$ cat src/design/skvt_pkg.sv
// Shared types, codes and default sizes for the small key/value table.
package skvt_pkg;

	localparam int TABLE_DEPTH_DEF = 32;
	localparam int KEY_BITS_DEF    = 16;
	localparam int VALUE_BITS_DEF  = 32;

	typedef enum logic [1:0] {
		KIND_INSERT = 2'd0,
		KIND_ERASE  = 2'd1,
		KIND_LOOKUP = 2'd2,
		KIND_COUNT  = 2'd3
	} kind_t;

	typedef enum logic [1:0] {
		ST_OK        = 2'd0,
		ST_NOT_FOUND = 2'd1,
		ST_DUP_KEY   = 2'd2,
		ST_FULL      = 2'd3
	} status_t;

	typedef enum logic [1:0] {
		S_IDLE = 2'd0,
		S_CMP  = 2'd1,
		S_RES  = 2'd2
	} state_t;

	// Per-cell strobes from the controller.
	typedef struct packed {
		logic cmp;
		logic ins;
		logic shf;
	} cell_ctl_t;

endpackage

$ cat src/design/skvt_req_if.sv
// Request channel: kind, key and value with a valid/ready handshake.
interface skvt_req_if import skvt_pkg::*; #(
	parameter int KEY_BITS   = KEY_BITS_DEF,
	parameter int VALUE_BITS = VALUE_BITS_DEF
) ();
	logic                  valid;
	logic                  ready;
	logic [1:0]            kind;
	logic [KEY_BITS-1:0]   key;
	logic [VALUE_BITS-1:0] value;

	modport source (output valid, output kind, output key, output value, input ready);
	modport sink   (input valid, input kind, input key, input value, output ready);
endinterface

$ cat src/design/skvt_rsp_if.sv
// Response channel: status, found value, match count and occupancy.
interface skvt_rsp_if import skvt_pkg::*; #(
	parameter int VALUE_BITS = VALUE_BITS_DEF,
	parameter int CNT_BITS   = $clog2(TABLE_DEPTH_DEF + 1)
) ();
	logic                  valid;
	logic                  ready;
	logic [1:0]            status;
	logic [VALUE_BITS-1:0] found_value;
	logic [CNT_BITS-1:0]   match_count;
	logic [CNT_BITS-1:0]   entries_used;

	modport source (output valid, output status, output found_value, output match_count,
		output entries_used, input ready);
	modport sink   (input valid, input status, input found_value, input match_count,
		input entries_used, output ready);
endinterface

$ cat src/design/skvt_cell.sv
// One table cell: holds a key/value pair, compares it and shifts it down the row.
module skvt_cell import skvt_pkg::*; #(
	parameter int KEY_BITS   = KEY_BITS_DEF,
	parameter int VALUE_BITS = VALUE_BITS_DEF
) (
	input  logic                  clk,
	input  cell_ctl_t             ctl,
	input  logic                  occupied,
	input  logic [KEY_BITS-1:0]   req_key,
	input  logic [VALUE_BITS-1:0] req_value,
	input  logic [KEY_BITS-1:0]   nxt_key,
	input  logic [VALUE_BITS-1:0] nxt_value,
	output logic [KEY_BITS-1:0]   key,
	output logic [VALUE_BITS-1:0] value,
	output logic                  key_hit,
	output logic                  val_hit
);

	logic [KEY_BITS-1:0]   key_q;
	logic [VALUE_BITS-1:0] value_q;
	logic                  key_hit_q;
	logic                  val_hit_q;

	// Load a new pair on insert, take the upper neighbor's pair on erase
	always_ff @(posedge clk) begin
		if (ctl.ins) begin
			key_q   <= req_key;
			value_q <= req_value;
		end else if (ctl.shf) begin
			key_q   <= nxt_key;
			value_q <= nxt_value;
		end
	end

	// Register the match flags; an empty cell never matches
	always_ff @(posedge clk) begin
		if (ctl.cmp) begin
			key_hit_q <= occupied && (key_q == req_key);
			val_hit_q <= occupied && (value_q == req_value);
		end
	end

	assign key     = key_q;
	assign value   = value_q;
	assign key_hit = key_hit_q;
	assign val_hit = val_hit_q;

endmodule

$ cat src/design/small_key_value_table.sv
// Top level of the small key/value table: controller, cell row and result register.
//
// A packed table of up to TABLE_DEPTH key/value pairs held in a row of cells. Each
// request word (insert, erase, lookup, count) is accepted in the idle state; in the
// compare state every cell compares its pair against the request and registers the
// match; the resolve state resolves the matches, updates the row (an erase moves
// every pair above the hit down one cell) and loads the result register.
// A new request is taken while an earlier result still waits in the result
// register; the resolve cycle holds until that register is free. Insert into a full
// table answers status 3 before the duplicate check. There is no clearing pass:
// entries at or above the fill count never match a request.
module small_key_value_table import skvt_pkg::*; #(
	parameter int TABLE_DEPTH = TABLE_DEPTH_DEF,
	parameter int KEY_BITS    = KEY_BITS_DEF,
	parameter int VALUE_BITS  = VALUE_BITS_DEF
) (
	input  logic          clk,
	input  logic          arst_n,
	skvt_req_if.sink      req,
	skvt_rsp_if.source    rsp
);

	localparam int IDX_BITS = $clog2(TABLE_DEPTH);
	localparam int CNT_BITS = $clog2(TABLE_DEPTH + 1);

	state_t                state_q, state_d;
	logic [1:0]            req_kind_q;
	logic [KEY_BITS-1:0]   req_key_q;
	logic [VALUE_BITS-1:0] req_value_q;
	logic [CNT_BITS-1:0]   count_q, count_d;

	logic [KEY_BITS-1:0]   cell_key   [TABLE_DEPTH];
	logic [VALUE_BITS-1:0] cell_value [TABLE_DEPTH];
	logic [TABLE_DEPTH-1:0] key_hit, val_hit;

	logic                  in_ready, cmp_go, commit, ins_ok, shf_ok, ins_go, shf_go;
	logic                  any_hit;
	logic [IDX_BITS-1:0]   hit_idx;
	logic [VALUE_BITS-1:0] found_v;
	logic [CNT_BITS-1:0]   match_n;

	status_t               status_d, status_q;
	logic [VALUE_BITS-1:0] found_d, found_q;
	logic [CNT_BITS-1:0]   match_d, match_q, used_q;
	logic                  out_valid_q;

	// State register
	always_ff @(posedge clk or negedge arst_n) begin
		if (!arst_n) begin
			state_q <= S_IDLE;
		end else begin
			state_q <= state_d;
		end
	end

	// Sequence each word through compare and resolve
	always_comb begin
		state_d  = state_q;
		in_ready = 1'b0;
		cmp_go   = 1'b0;
		commit   = 1'b0;
		unique case (state_q)
			S_IDLE: begin
				in_ready = 1'b1;
				if (req.valid) state_d = S_CMP;
			end
			S_CMP: begin
				cmp_go  = 1'b1;
				state_d = S_RES;
			end
			S_RES: begin
				if (!out_valid_q || rsp.ready) begin
					commit  = 1'b1;
					state_d = S_IDLE;
				end
			end
			default: state_d = S_IDLE;
		endcase
	end

	assign req.ready = in_ready;

	// Capture the request word
	always_ff @(posedge clk) begin
		if (req.valid && in_ready) begin
			req_kind_q  <= req.kind;
			req_key_q   <= req.key;
			req_value_q <= req.value;
		end
	end

	// Row of cells; the top cell has no upper neighbor and keeps its own pair
	for (genvar i = 0; i < TABLE_DEPTH; i++) begin : g_cell
		cell_ctl_t             ctl;
		logic [KEY_BITS-1:0]   nxt_key;
		logic [VALUE_BITS-1:0] nxt_value;

		assign ctl.cmp = cmp_go;
		assign ctl.ins = ins_go && (count_q == CNT_BITS'(i));
		assign ctl.shf = shf_go && (IDX_BITS'(i) >= hit_idx);

		if (i == TABLE_DEPTH - 1) begin : g_top
			assign nxt_key   = cell_key[i];
			assign nxt_value = cell_value[i];
		end else begin : g_mid
			assign nxt_key   = cell_key[i+1];
			assign nxt_value = cell_value[i+1];
		end

		skvt_cell #(
			.KEY_BITS   (KEY_BITS),
			.VALUE_BITS (VALUE_BITS)
		) u_cell (
			.clk       (clk),
			.ctl       (ctl),
			.occupied  (CNT_BITS'(i) < count_q),
			.req_key   (req_key_q),
			.req_value (req_value_q),
			.nxt_key   (nxt_key),
			.nxt_value (nxt_value),
			.key       (cell_key[i]),
			.value     (cell_value[i]),
			.key_hit   (key_hit[i]),
			.val_hit   (val_hit[i])
		);
	end

	// Gather the hits: keys are unique, so at most one key hit to encode
	always_comb begin
		any_hit = |key_hit;
		hit_idx = '0;
		found_v = '0;
		match_n = CNT_BITS'($countones(val_hit));
		for (int i = 0; i < TABLE_DEPTH; i++) begin
			if (key_hit[i]) begin
				hit_idx = hit_idx | IDX_BITS'(i);
				found_v = found_v | cell_value[i];
			end
		end
	end

	// Decide the outcome of the held request
	always_comb begin
		status_d = ST_OK;
		found_d  = '0;
		match_d  = '0;
		ins_ok   = 1'b0;
		shf_ok   = 1'b0;
		count_d  = count_q;
		unique case (req_kind_q)
			KIND_INSERT: begin
				if (count_q == CNT_BITS'(TABLE_DEPTH)) begin
					status_d = ST_FULL;
				end else if (any_hit) begin
					status_d = ST_DUP_KEY;
				end else begin
					ins_ok  = 1'b1;
					count_d = count_q + CNT_BITS'(1);
				end
			end
			KIND_ERASE: begin
				if (!any_hit) begin
					status_d = ST_NOT_FOUND;
				end else begin
					shf_ok  = 1'b1;
					count_d = count_q - CNT_BITS'(1);
				end
			end
			KIND_LOOKUP: begin
				if (!any_hit) status_d = ST_NOT_FOUND;
				else found_d = found_v;
			end
			KIND_COUNT: begin
				match_d = match_n;
			end
			default: status_d = ST_OK;
		endcase
	end

	assign ins_go = commit && ins_ok;
	assign shf_go = commit && shf_ok;

	// Fill count
	always_ff @(posedge clk or negedge arst_n) begin
		if (!arst_n) begin
			count_q <= '0;
		end else if (commit) begin
			count_q <= count_d;
		end
	end

	// Result register: load on resolve, drop once taken
	always_ff @(posedge clk or negedge arst_n) begin
		if (!arst_n) begin
			out_valid_q <= 1'b0;
		end else if (commit) begin
			out_valid_q <= 1'b1;
		end else if (rsp.ready) begin
			out_valid_q <= 1'b0;
		end
	end

	always_ff @(posedge clk) begin
		if (commit) begin
			status_q <= status_d;
			found_q  <= found_d;
			match_q  <= match_d;
			used_q   <= count_d;
		end
	end

	assign rsp.valid        = out_valid_q;
	assign rsp.status       = status_q;
	assign rsp.found_value  = found_q;
	assign rsp.match_count  = match_q;
	assign rsp.entries_used = used_q;

	// The fill count never passes the capacity
	a_count_bound: assert property (@(posedge clk) disable iff (!arst_n)
		count_q <= CNT_BITS'(TABLE_DEPTH))
		else $error("fill count above capacity");

	// Keys stay unique, so resolve never sees two key hits
	a_single_hit: assert property (@(posedge clk) disable iff (!arst_n)
		state_q == S_RES |-> $onehot0(key_hit))
		else $error("more than one key hit");

	// A successful erase shrinks the table by one
	a_erase_shrinks: assert property (@(posedge clk) disable iff (!arst_n)
		shf_go |=> count_q == $past(count_q) - CNT_BITS'(1))
		else $error("erase did not shrink table");

	// A resolved word always lands in the result register
	a_commit_out: assert property (@(posedge clk) disable iff (!arst_n)
		commit |=> out_valid_q && used_q == count_q)
		else $error("result not loaded after resolve");

endmodule
$ cat src/flat_wrapper.sv
// flat-port wrapper written by rule: the top's interface ports become plain ports
module small_key_value_table_flat import skvt_pkg::*;
#(
	parameter int TABLE_DEPTH = TABLE_DEPTH_DEF,
	parameter int KEY_BITS    = KEY_BITS_DEF,
	parameter int VALUE_BITS  = VALUE_BITS_DEF
)
  (clk, arst_n, req_valid, req_kind, req_key, req_value, req_ready, rsp_valid, rsp_status, rsp_found_value, rsp_match_count, rsp_entries_used, rsp_ready);
  skvt_req_if #(.KEY_BITS(KEY_BITS), .VALUE_BITS(VALUE_BITS)) req_i ();
  skvt_rsp_if #(.VALUE_BITS(VALUE_BITS)) rsp_i ();
  input  logic clk;
  input  logic arst_n;
  input wire logic [$bits(req_i.valid)-1:0] req_valid;
  input wire logic [$bits(req_i.kind)-1:0] req_kind;
  input wire logic [$bits(req_i.key)-1:0] req_key;
  input wire logic [$bits(req_i.value)-1:0] req_value;
  output wire logic [$bits(req_i.ready)-1:0] req_ready;
  output wire logic [$bits(rsp_i.valid)-1:0] rsp_valid;
  output wire logic [$bits(rsp_i.status)-1:0] rsp_status;
  output wire logic [$bits(rsp_i.found_value)-1:0] rsp_found_value;
  output wire logic [$bits(rsp_i.match_count)-1:0] rsp_match_count;
  output wire logic [$bits(rsp_i.entries_used)-1:0] rsp_entries_used;
  input wire logic [$bits(rsp_i.ready)-1:0] rsp_ready;
  assign req_i.valid = req_valid;
  assign req_i.kind = req_kind;
  assign req_i.key = req_key;
  assign req_i.value = req_value;
  assign req_ready = req_i.ready;
  assign rsp_valid = rsp_i.valid;
  assign rsp_status = rsp_i.status;
  assign rsp_found_value = rsp_i.found_value;
  assign rsp_match_count = rsp_i.match_count;
  assign rsp_entries_used = rsp_i.entries_used;
  assign rsp_i.ready = rsp_ready;
  small_key_value_table #(.TABLE_DEPTH(TABLE_DEPTH), .KEY_BITS(KEY_BITS), .VALUE_BITS(VALUE_BITS)) u_core (.clk(clk), .arst_n(arst_n), .req(req_i), .rsp(rsp_i));
endmodule
$ cat config.mk
export PLATFORM = sky130hd
export DESIGN_NAME = small_key_value_table_flat
export DESIGN_NICKNAME = d
export VERILOG_FILES = /design/src/design/skvt_pkg.sv /design/src/design/skvt_req_if.sv /design/src/design/skvt_rsp_if.sv /design/src/design/skvt_cell.sv /design/src/design/small_key_value_table.sv /design/src/flat_wrapper.sv
export SDC_FILE = /design/constraint.sdc
export NUM_CORES = 2
export LEC_CHECK = 0
export BUFFER_PORTS_ARGS = -buffer_cell sky130_fd_sc_hd__buf_2
export CORE_ASPECT_RATIO = 0.5
export CORE_MARGIN = 2
export CORE_UTILIZATION = 45
export CTS_BUF_LIST = sky130_fd_sc_hd__clkbuf_2
export DETAILED_ROUTE_END_ITERATION = 6
export PLACE_DENSITY = 0.63
export SLEW_MARGIN = 10
export SYNTH_ARGS = -nofsm -noshare
export SYNTH_HDL_FRONTEND = slang
export SYNTH_SLANG_ARGS = --single-unit
$ cat constraint.sdc
create_clock -name clk -period 17.24 [get_ports clk]
set_input_delay 0.862 -clock clk [delete_from_list [all_inputs] [get_ports clk]]
set_output_delay 0.862 -clock clk [all_outputs]
set_load 0.02 [all_outputs]
After elaboration in Yosys (flattened, before gate mapping)
Index checks and enable logic that the tools add are counted.
- register bits: 1705
- word-level logic and storage cells: 829
- bits of input ports: 54
- output and inout port bits: 48
- order comparisons: 63
- add/subtract/negate cells: 33
- eq/ne operators: 103
- reductions and logical operators: 169
- bitwise gates (word level): 31
- muxes and demuxes: 292
- operators by type and width (cell ; count):
    two-way mux 32 bit ; 128
    two-way mux 16 bit ; 94
    equality test 32 bit ; 32
    bitwise OR 32 bit ; 31
    equality test 16 bit ; 32
    logical AND 1 bit ; 130
    equality test 6 x 5 -> 1 bit (second input constant) ; 16
    less-than comparator 5 x 6 -> 1 bit (first input constant) ; 16
    adder 6 bit ; 15
    two-way mux 5 bit ; 16
    >= comparator 5 bit (first input constant) ; 15
    nonzero test 2 bit ; 32
    equality test 6 x 4 -> 1 bit (second input constant) ; 8
    less-than comparator 4 x 6 -> 1 bit (first input constant) ; 8
    two-way mux 6 bit ; 7
    >= comparator 4 x 5 -> 1 bit (first input constant) ; 8
    adder 1 x 1 -> 2 bit ; 16
    two-way mux 4 bit ; 8
    OR reduction 32 bit ; 1
    two-way mux 2 bit ; 13
    equality test 6 x 3 -> 1 bit (second input constant) ; 4
    less-than comparator 3 x 6 -> 1 bit (first input constant) ; 4
    >= comparator 3 x 5 -> 1 bit (first input constant) ; 4
    two-way mux 1 bit ; 19
    other kinds (21) ; 34

Logic depth before layout (Yosys ltp)
- word-level depth: 65
- depth in mapped cells: 16
- depth with buffers taken out: 16

Cells and area by module
Synthesis repeated with hierarchy kept, for this count alone.
- cells, all modules: 6729
- area total of the unflattened synthesis: 94657.0 um^2
- by module, submodules not included (module ; cells an instance ; seq. area each (um^2) ; area an instance (um^2) ; times used):
    skvt_cell ; 170 ; 1501.4 ; 2607.5 ; 32
    small_key_value_table ; 1289 ; 3108.0 ; 11217.0 ; 1

Worst setup path before layout
OpenSTA, ideal clock, no wires.
- path kind: input -> register
- start point: input port rsp_ready
- end point: register u_core.g_cell[20].u_cell.key_q[0] (enable)
- setup slack: 11111 ps
- data arrival time: 5662 ps
- stages on the path: 7
- setup time: 467 ps
- data required time: 16773 ps
- cells stage by stage: nand2b_1 clkbuf_1 nand2_1 inv_1 clkbuf_1 nand3_1 o211ai_1
- cells in the longest elaborated chain, start to end: 7
- elaborated cells on any way between the ends: 9
- those cells by class: mux: 3; reduce/logical: 6
- RTL lines (what ; RTL line ; source):
    from (decl) ; flat_wrapper.sv:23 ; input wire logic [$bits(rsp_i.ready)-1:0] rsp_ready;
    logical OR 1 bit * ; small_key_value_table.sv:72 ; if (!out_valid_q || rsp.ready) begin
    two-way mux 1 bit * ; small_key_value_table.sv:72 ;
    two-way mux 1 bit * (2 in series) ; small_key_value_table.sv:62 ; unique case (state_q)
    net u_core.commit ; small_key_value_table.sv:36 ; logic in_ready, cmp_go, commit, ins_ok, shf_ok, ins_go, shf_go;
    logical AND 1 bit, on equally long branches ; small_key_value_table.sv:181, small_key_value_table.sv:180 ;
    logical AND 1 bit, on equally long branches ; small_key_value_table.sv:100, small_key_value_table.sv:99 ;
    nonzero test 2 bit (no source line) * ; -- ;
    to (signal assigned) ; skvt_cell.sv:27 ; key_q <= req_key;
    to (signal assigned) ; skvt_cell.sv:30 ; key_q <= nxt_key;
    to (decl) ; skvt_cell.sv:19 ; logic [KEY_BITS-1:0] key_q;
Mark *: on every way through the listed nets, which the timed path passes. The rest lies on a longest branch. The select of a mux whose other input is x is not followed.
A chain may end at the register's enable or synchronous reset.

Worst setup path in the final report
- start point: register u_core.count_q[0]
- end point: register u_core.g_cell[26].u_cell.value_q[20] (enable)
- cells in the longest elaborated chain, start to end: 7
- elaborated cells on any way between the ends: 8
- those cells by class: eq/ne: 2; mux: 3; reduce/logical: 3
- RTL lines (what ; RTL line ; source):
    from (decl) ; small_key_value_table.sv:30 ; logic [CNT_BITS-1:0] count_q, count_d;
    from (signal assigned) ; small_key_value_table.sv:188 ; count_q <= count_d;
    equality test 6 bit ; small_key_value_table.sv:152 ; if (count_q == CNT_BITS'(TABLE_DEPTH)) begin
    two-way mux 1 bit ; small_key_value_table.sv:152 ;
    two-way mux 1 bit (2 in series) ; small_key_value_table.sv:150 ; unique case (req_kind_q)
    logical AND 1 bit ; small_key_value_table.sv:180 ; assign ins_go = commit && ins_ok;
    logical AND 1 bit * ; small_key_value_table.sv:99 ; assign ctl.ins = ins_go && (count_q == CNT_BITS'(i));
    nonzero test 2 bit (no source line) * ; -- ;
    to (signal assigned) ; skvt_cell.sv:28 ; value_q <= req_value;
    to (signal assigned) ; skvt_cell.sv:31 ; value_q <= nxt_value;
    to (decl) ; skvt_cell.sv:20 ; logic [VALUE_BITS-1:0] value_q;
Every way passes the cells marked *; elsewhere a longest branch is shown, timed or not. The select of a mux whose other input is x is not followed.

==> reports/metrics.cfg <==
[clock_tree]
cts_tree = done
cts_buffers = 408
cts-resized-gates = 0
hold_buffers = 105
path_clk_slew_ps = 120
clkLatencyLatePin_ps = 1780
cts_max_path_buffers = 4
root_buffer = clkbuf_2
post_cts_buffers = 0
clock_sinks = 1705
cts.htree.levels = 5

[timing]
setup_tns_ps = 0
relSlewSlack = -0.0279
finalHoldViolations = 0
finalSetupViolCount = 0
finalCritPeriodShare = 0.320
max_clock_freq_ghz = 0.181
holdWs_ps = 330
timing.final.crit_period_ps = 5520
slew_viol_final = 2
rsz0062_at_grt = false
fin_skew_ps = 198
worst_pin_slew_ps = 1530

[global_route]
grt_pass1_vias = 63900
gr-total-overflow = 0
grt_use_total = 0.400
antenna_found_initial = 23
grt_max_degree = 66
grt_pass1_wl_microns = 579000

[job]
cap_violations = 1

[floorplan]
ios = 102
die_w_microns = 654
initial_core_util = 0.452
die_height_microns = 329
dieArea_sq_um = 215000
fp.coreArea_sq_um = 210000
num_rows = 119

[drt]
wl_microns = 442000
wl_per_cell_microns = 42.9
ant_nets = 0
dr.pass1.iters = 6
viasPerCell = 6.70
drc = 0
drtIter0Drc = 12000
route.vias.total = 69100

[synth]
synth.ff_latch_count = 1705
ys_seq_area_frac = 0.538
synth_edf_count = 1696
yosys.area_share.simple = 0.0545
syn_nets = 7103
synth-main-ff-cell = edfxtp_1
synth-compound-area-share = 0.0510
syn_avg_cell_area_sq_um = 13.6
synth_top_family_by_area = multiplexers
syn-cell-area_sq_um = 95000
async_reset_ff_frac = 0.00528
syn_inst = 6991
synthAdderAreaFrac = 0.00969
yosys_warnings = 0
yosysUniqueCellTypes = 56
synthMuxAreaShare = 0.177
synth-xor-area-share = 0.142

[cells_and_area]
nFillCells = 18800
final_common_cell = edfxtp_1
drive_above_1_share = 0.318
multi_input_area_sq_um = 41800
final_nets = 7278
register_area_sq_um = 51200
area_growth_pct = 8.81
layout_common_cells = edfxtp_1 (1696), mux2_2 (1360), xor2_1 (1257), clkbuf_2 (595), nor4_1 (329)

[placed_design]
port-buffer-count = 101
place_congestion = 1.07
dp_hpwl_microns = 328000

[critical_path]
r2r-start = u_core.count_q[0]
r2r_slack_ps = 11720
slowest_stage = nand3_4
critPathRequiredTime_ps = 18310
r2r_end = u_core.g_cell[26].u_cell.value[20]
crit_arrival_ps = 6590
worstRegToRegCells = 8
critPathCaptureType = flip-flop
cp_top_family = simple AND/OR/NAND/NOR gates
cp_slowest_stage_delay_ps = 960
critPathKind = reg2reg
cp_num_buf_inv = 2
worstPathMaxFanout = 49
setup.worst_path.start_class = flip-flop
crit_path_cell_trace = inv_1, ha_1, or3b_2, o21ai_1, nor4_4, buf_4, nand2_4, nand3_4

[worst_hold_path]
hp-start = req_valid
whs_endpoint = u_core.req_value_q[27]
hold_class = in2reg
min_delay_path_depth = 3

[power_and_ir_drop]
p_clk_frac = 0.277
p_sw_frac = 0.383
power_frac_seq = 0.457
internal_power_mw = 6.30
p_comb_frac = 0.266
power_density_nw_per_um2 = 98.8
p_switching_mw = 3.91
p_leak_nw = 35.5
peakVddDrop_mv = 0.157

[run_status]
violations = capacitance limit, slew limit
status = finished, violations left

## area by class of cell
class,count,share of cell area
Sequential cell,1705,0.495
Antenna cell,7,0.000169
Multi-Input combinational cell,4590,0.404
Clock inverter,116,0.00580
Tap cell,2843,0.0344
Clock buffer,595,0.0288
Inverter,50,0.00183
Timing Repair Buffer,411,0.0304
## tightest hold or removal path, cell delays in order
cell and delay (ps):
dlygate4sd3_1 550, buf_2 130, and2_4 250
## power groups by stage
stage	logic (mW)	registers [mW]	clock network [mW]
3_3_place_gp	2.55	4.76	0
2_1_floorplan	1.38	4.75	0
3_5_place_dp	2.54	4.76	0
5_1_grt	2.79	4.67	3.03
6_report	2.72	4.67	2.83
4_1_cts	2.57	4.67	2.84
## state kept, by name, indices dropped and copies added (netlist names), 16 cells and up
signal	count
u_core.g_cell.u_cell.value	1024
u_core.rsp.found_value	32
u_core.req_key_q	16
u_core.req_value_q	32
u_core.g_cell.u_cell.key_hit	32
u_core.g_cell.u_cell.val_hit	32
u_core.g_cell.u_cell.key	512
## logic make-up (layout without fill, tap and decap cells)
group	Yosys count	count (layout)
compound gates	617	617
simple gates	885	885
fa+ha+maj	58	58
buf+inv	696	1172
xor+xnor	1540	1540
other cells	0	7
flops	1705	1705
mux	1490	1490
## cell usage after synthesis, types with 7 or more instances
cell type  instances  area share
a211oi_1           8     0.00063
a21oi_1           19      0.0010
a221oi_1         128       0.012
a22o_1           128       0.012
a22oi_1          257       0.020
a31oi_1            8     0.00053
and2_1             8     0.00053
buf_1            165      0.0065
buf_2             39      0.0021
clkbuf_1         442       0.017
dfrtp_1            9      0.0024
edfxtp_1        1696        0.54
fa_1              26      0.0055
ha_1              32      0.0042
inv_1             50      0.0020
mux2_1           128       0.015
mux2_2          1360        0.16
nand2_1           44      0.0017
nand2b_1           7     0.00046
nand3_1           67      0.0035
nand4_1          235       0.015
nor2_1            69      0.0027
nor2b_1           10     0.00066
nor3_1            76      0.0040
nor4_1           341       0.022
o211ai_1           7     0.00055
o21ai_0           29      0.0015
xnor2_1          283       0.026
xor2_1          1257        0.12
## worst max path at each step
stage | cells after the start | slack [ps] | end | startpoint
floorplan | 7 | 11110 | u_core.g_cell[20].u_cell.key[0] | rsp_ready
global placement | 8 | 12060 | u_core.g_cell[30].u_cell.value[14] | u_core.count_q[0]
detailed placement | 8 | 11960 | u_core.g_cell[30].u_cell.value[20] | u_core.count_q[0]
CTS | 8 | 11870 | u_core.g_cell[26].u_cell.value[20] | u_core.count_q[1]
global route | 8 | 11510 | u_core.g_cell[26].u_cell.value[7] | u_core.count_q[0]
finish | 8 | 11720 | u_core.g_cell[26].u_cell.value[20] | u_core.count_q[0]
## per-layer routing
metal,GRT usage,up-vias,wire (microns)
met5,0.0131,-,331
li1,-,27200,-
met1,0.531,35800,174000
met4,0.183,16,25500
met2,0.544,5168,173000
met3,0.199,962,69500
## through the flow
stage               power [mW]  instances   util  worst slack [ps]  area, sq um
floorplan                 6.13       6991      -             11110        95000
global placement          7.30       9493  0.469             12060        98700
detailed placement        7.30       9493  0.469             11960        98700
CTS                       10.1      10300  0.491             11870       103000
global route              10.5      10300  0.492             11510       103000
finish                    10.2      10300  0.492             11720       103000
Power figures use the tool's default switching activity.
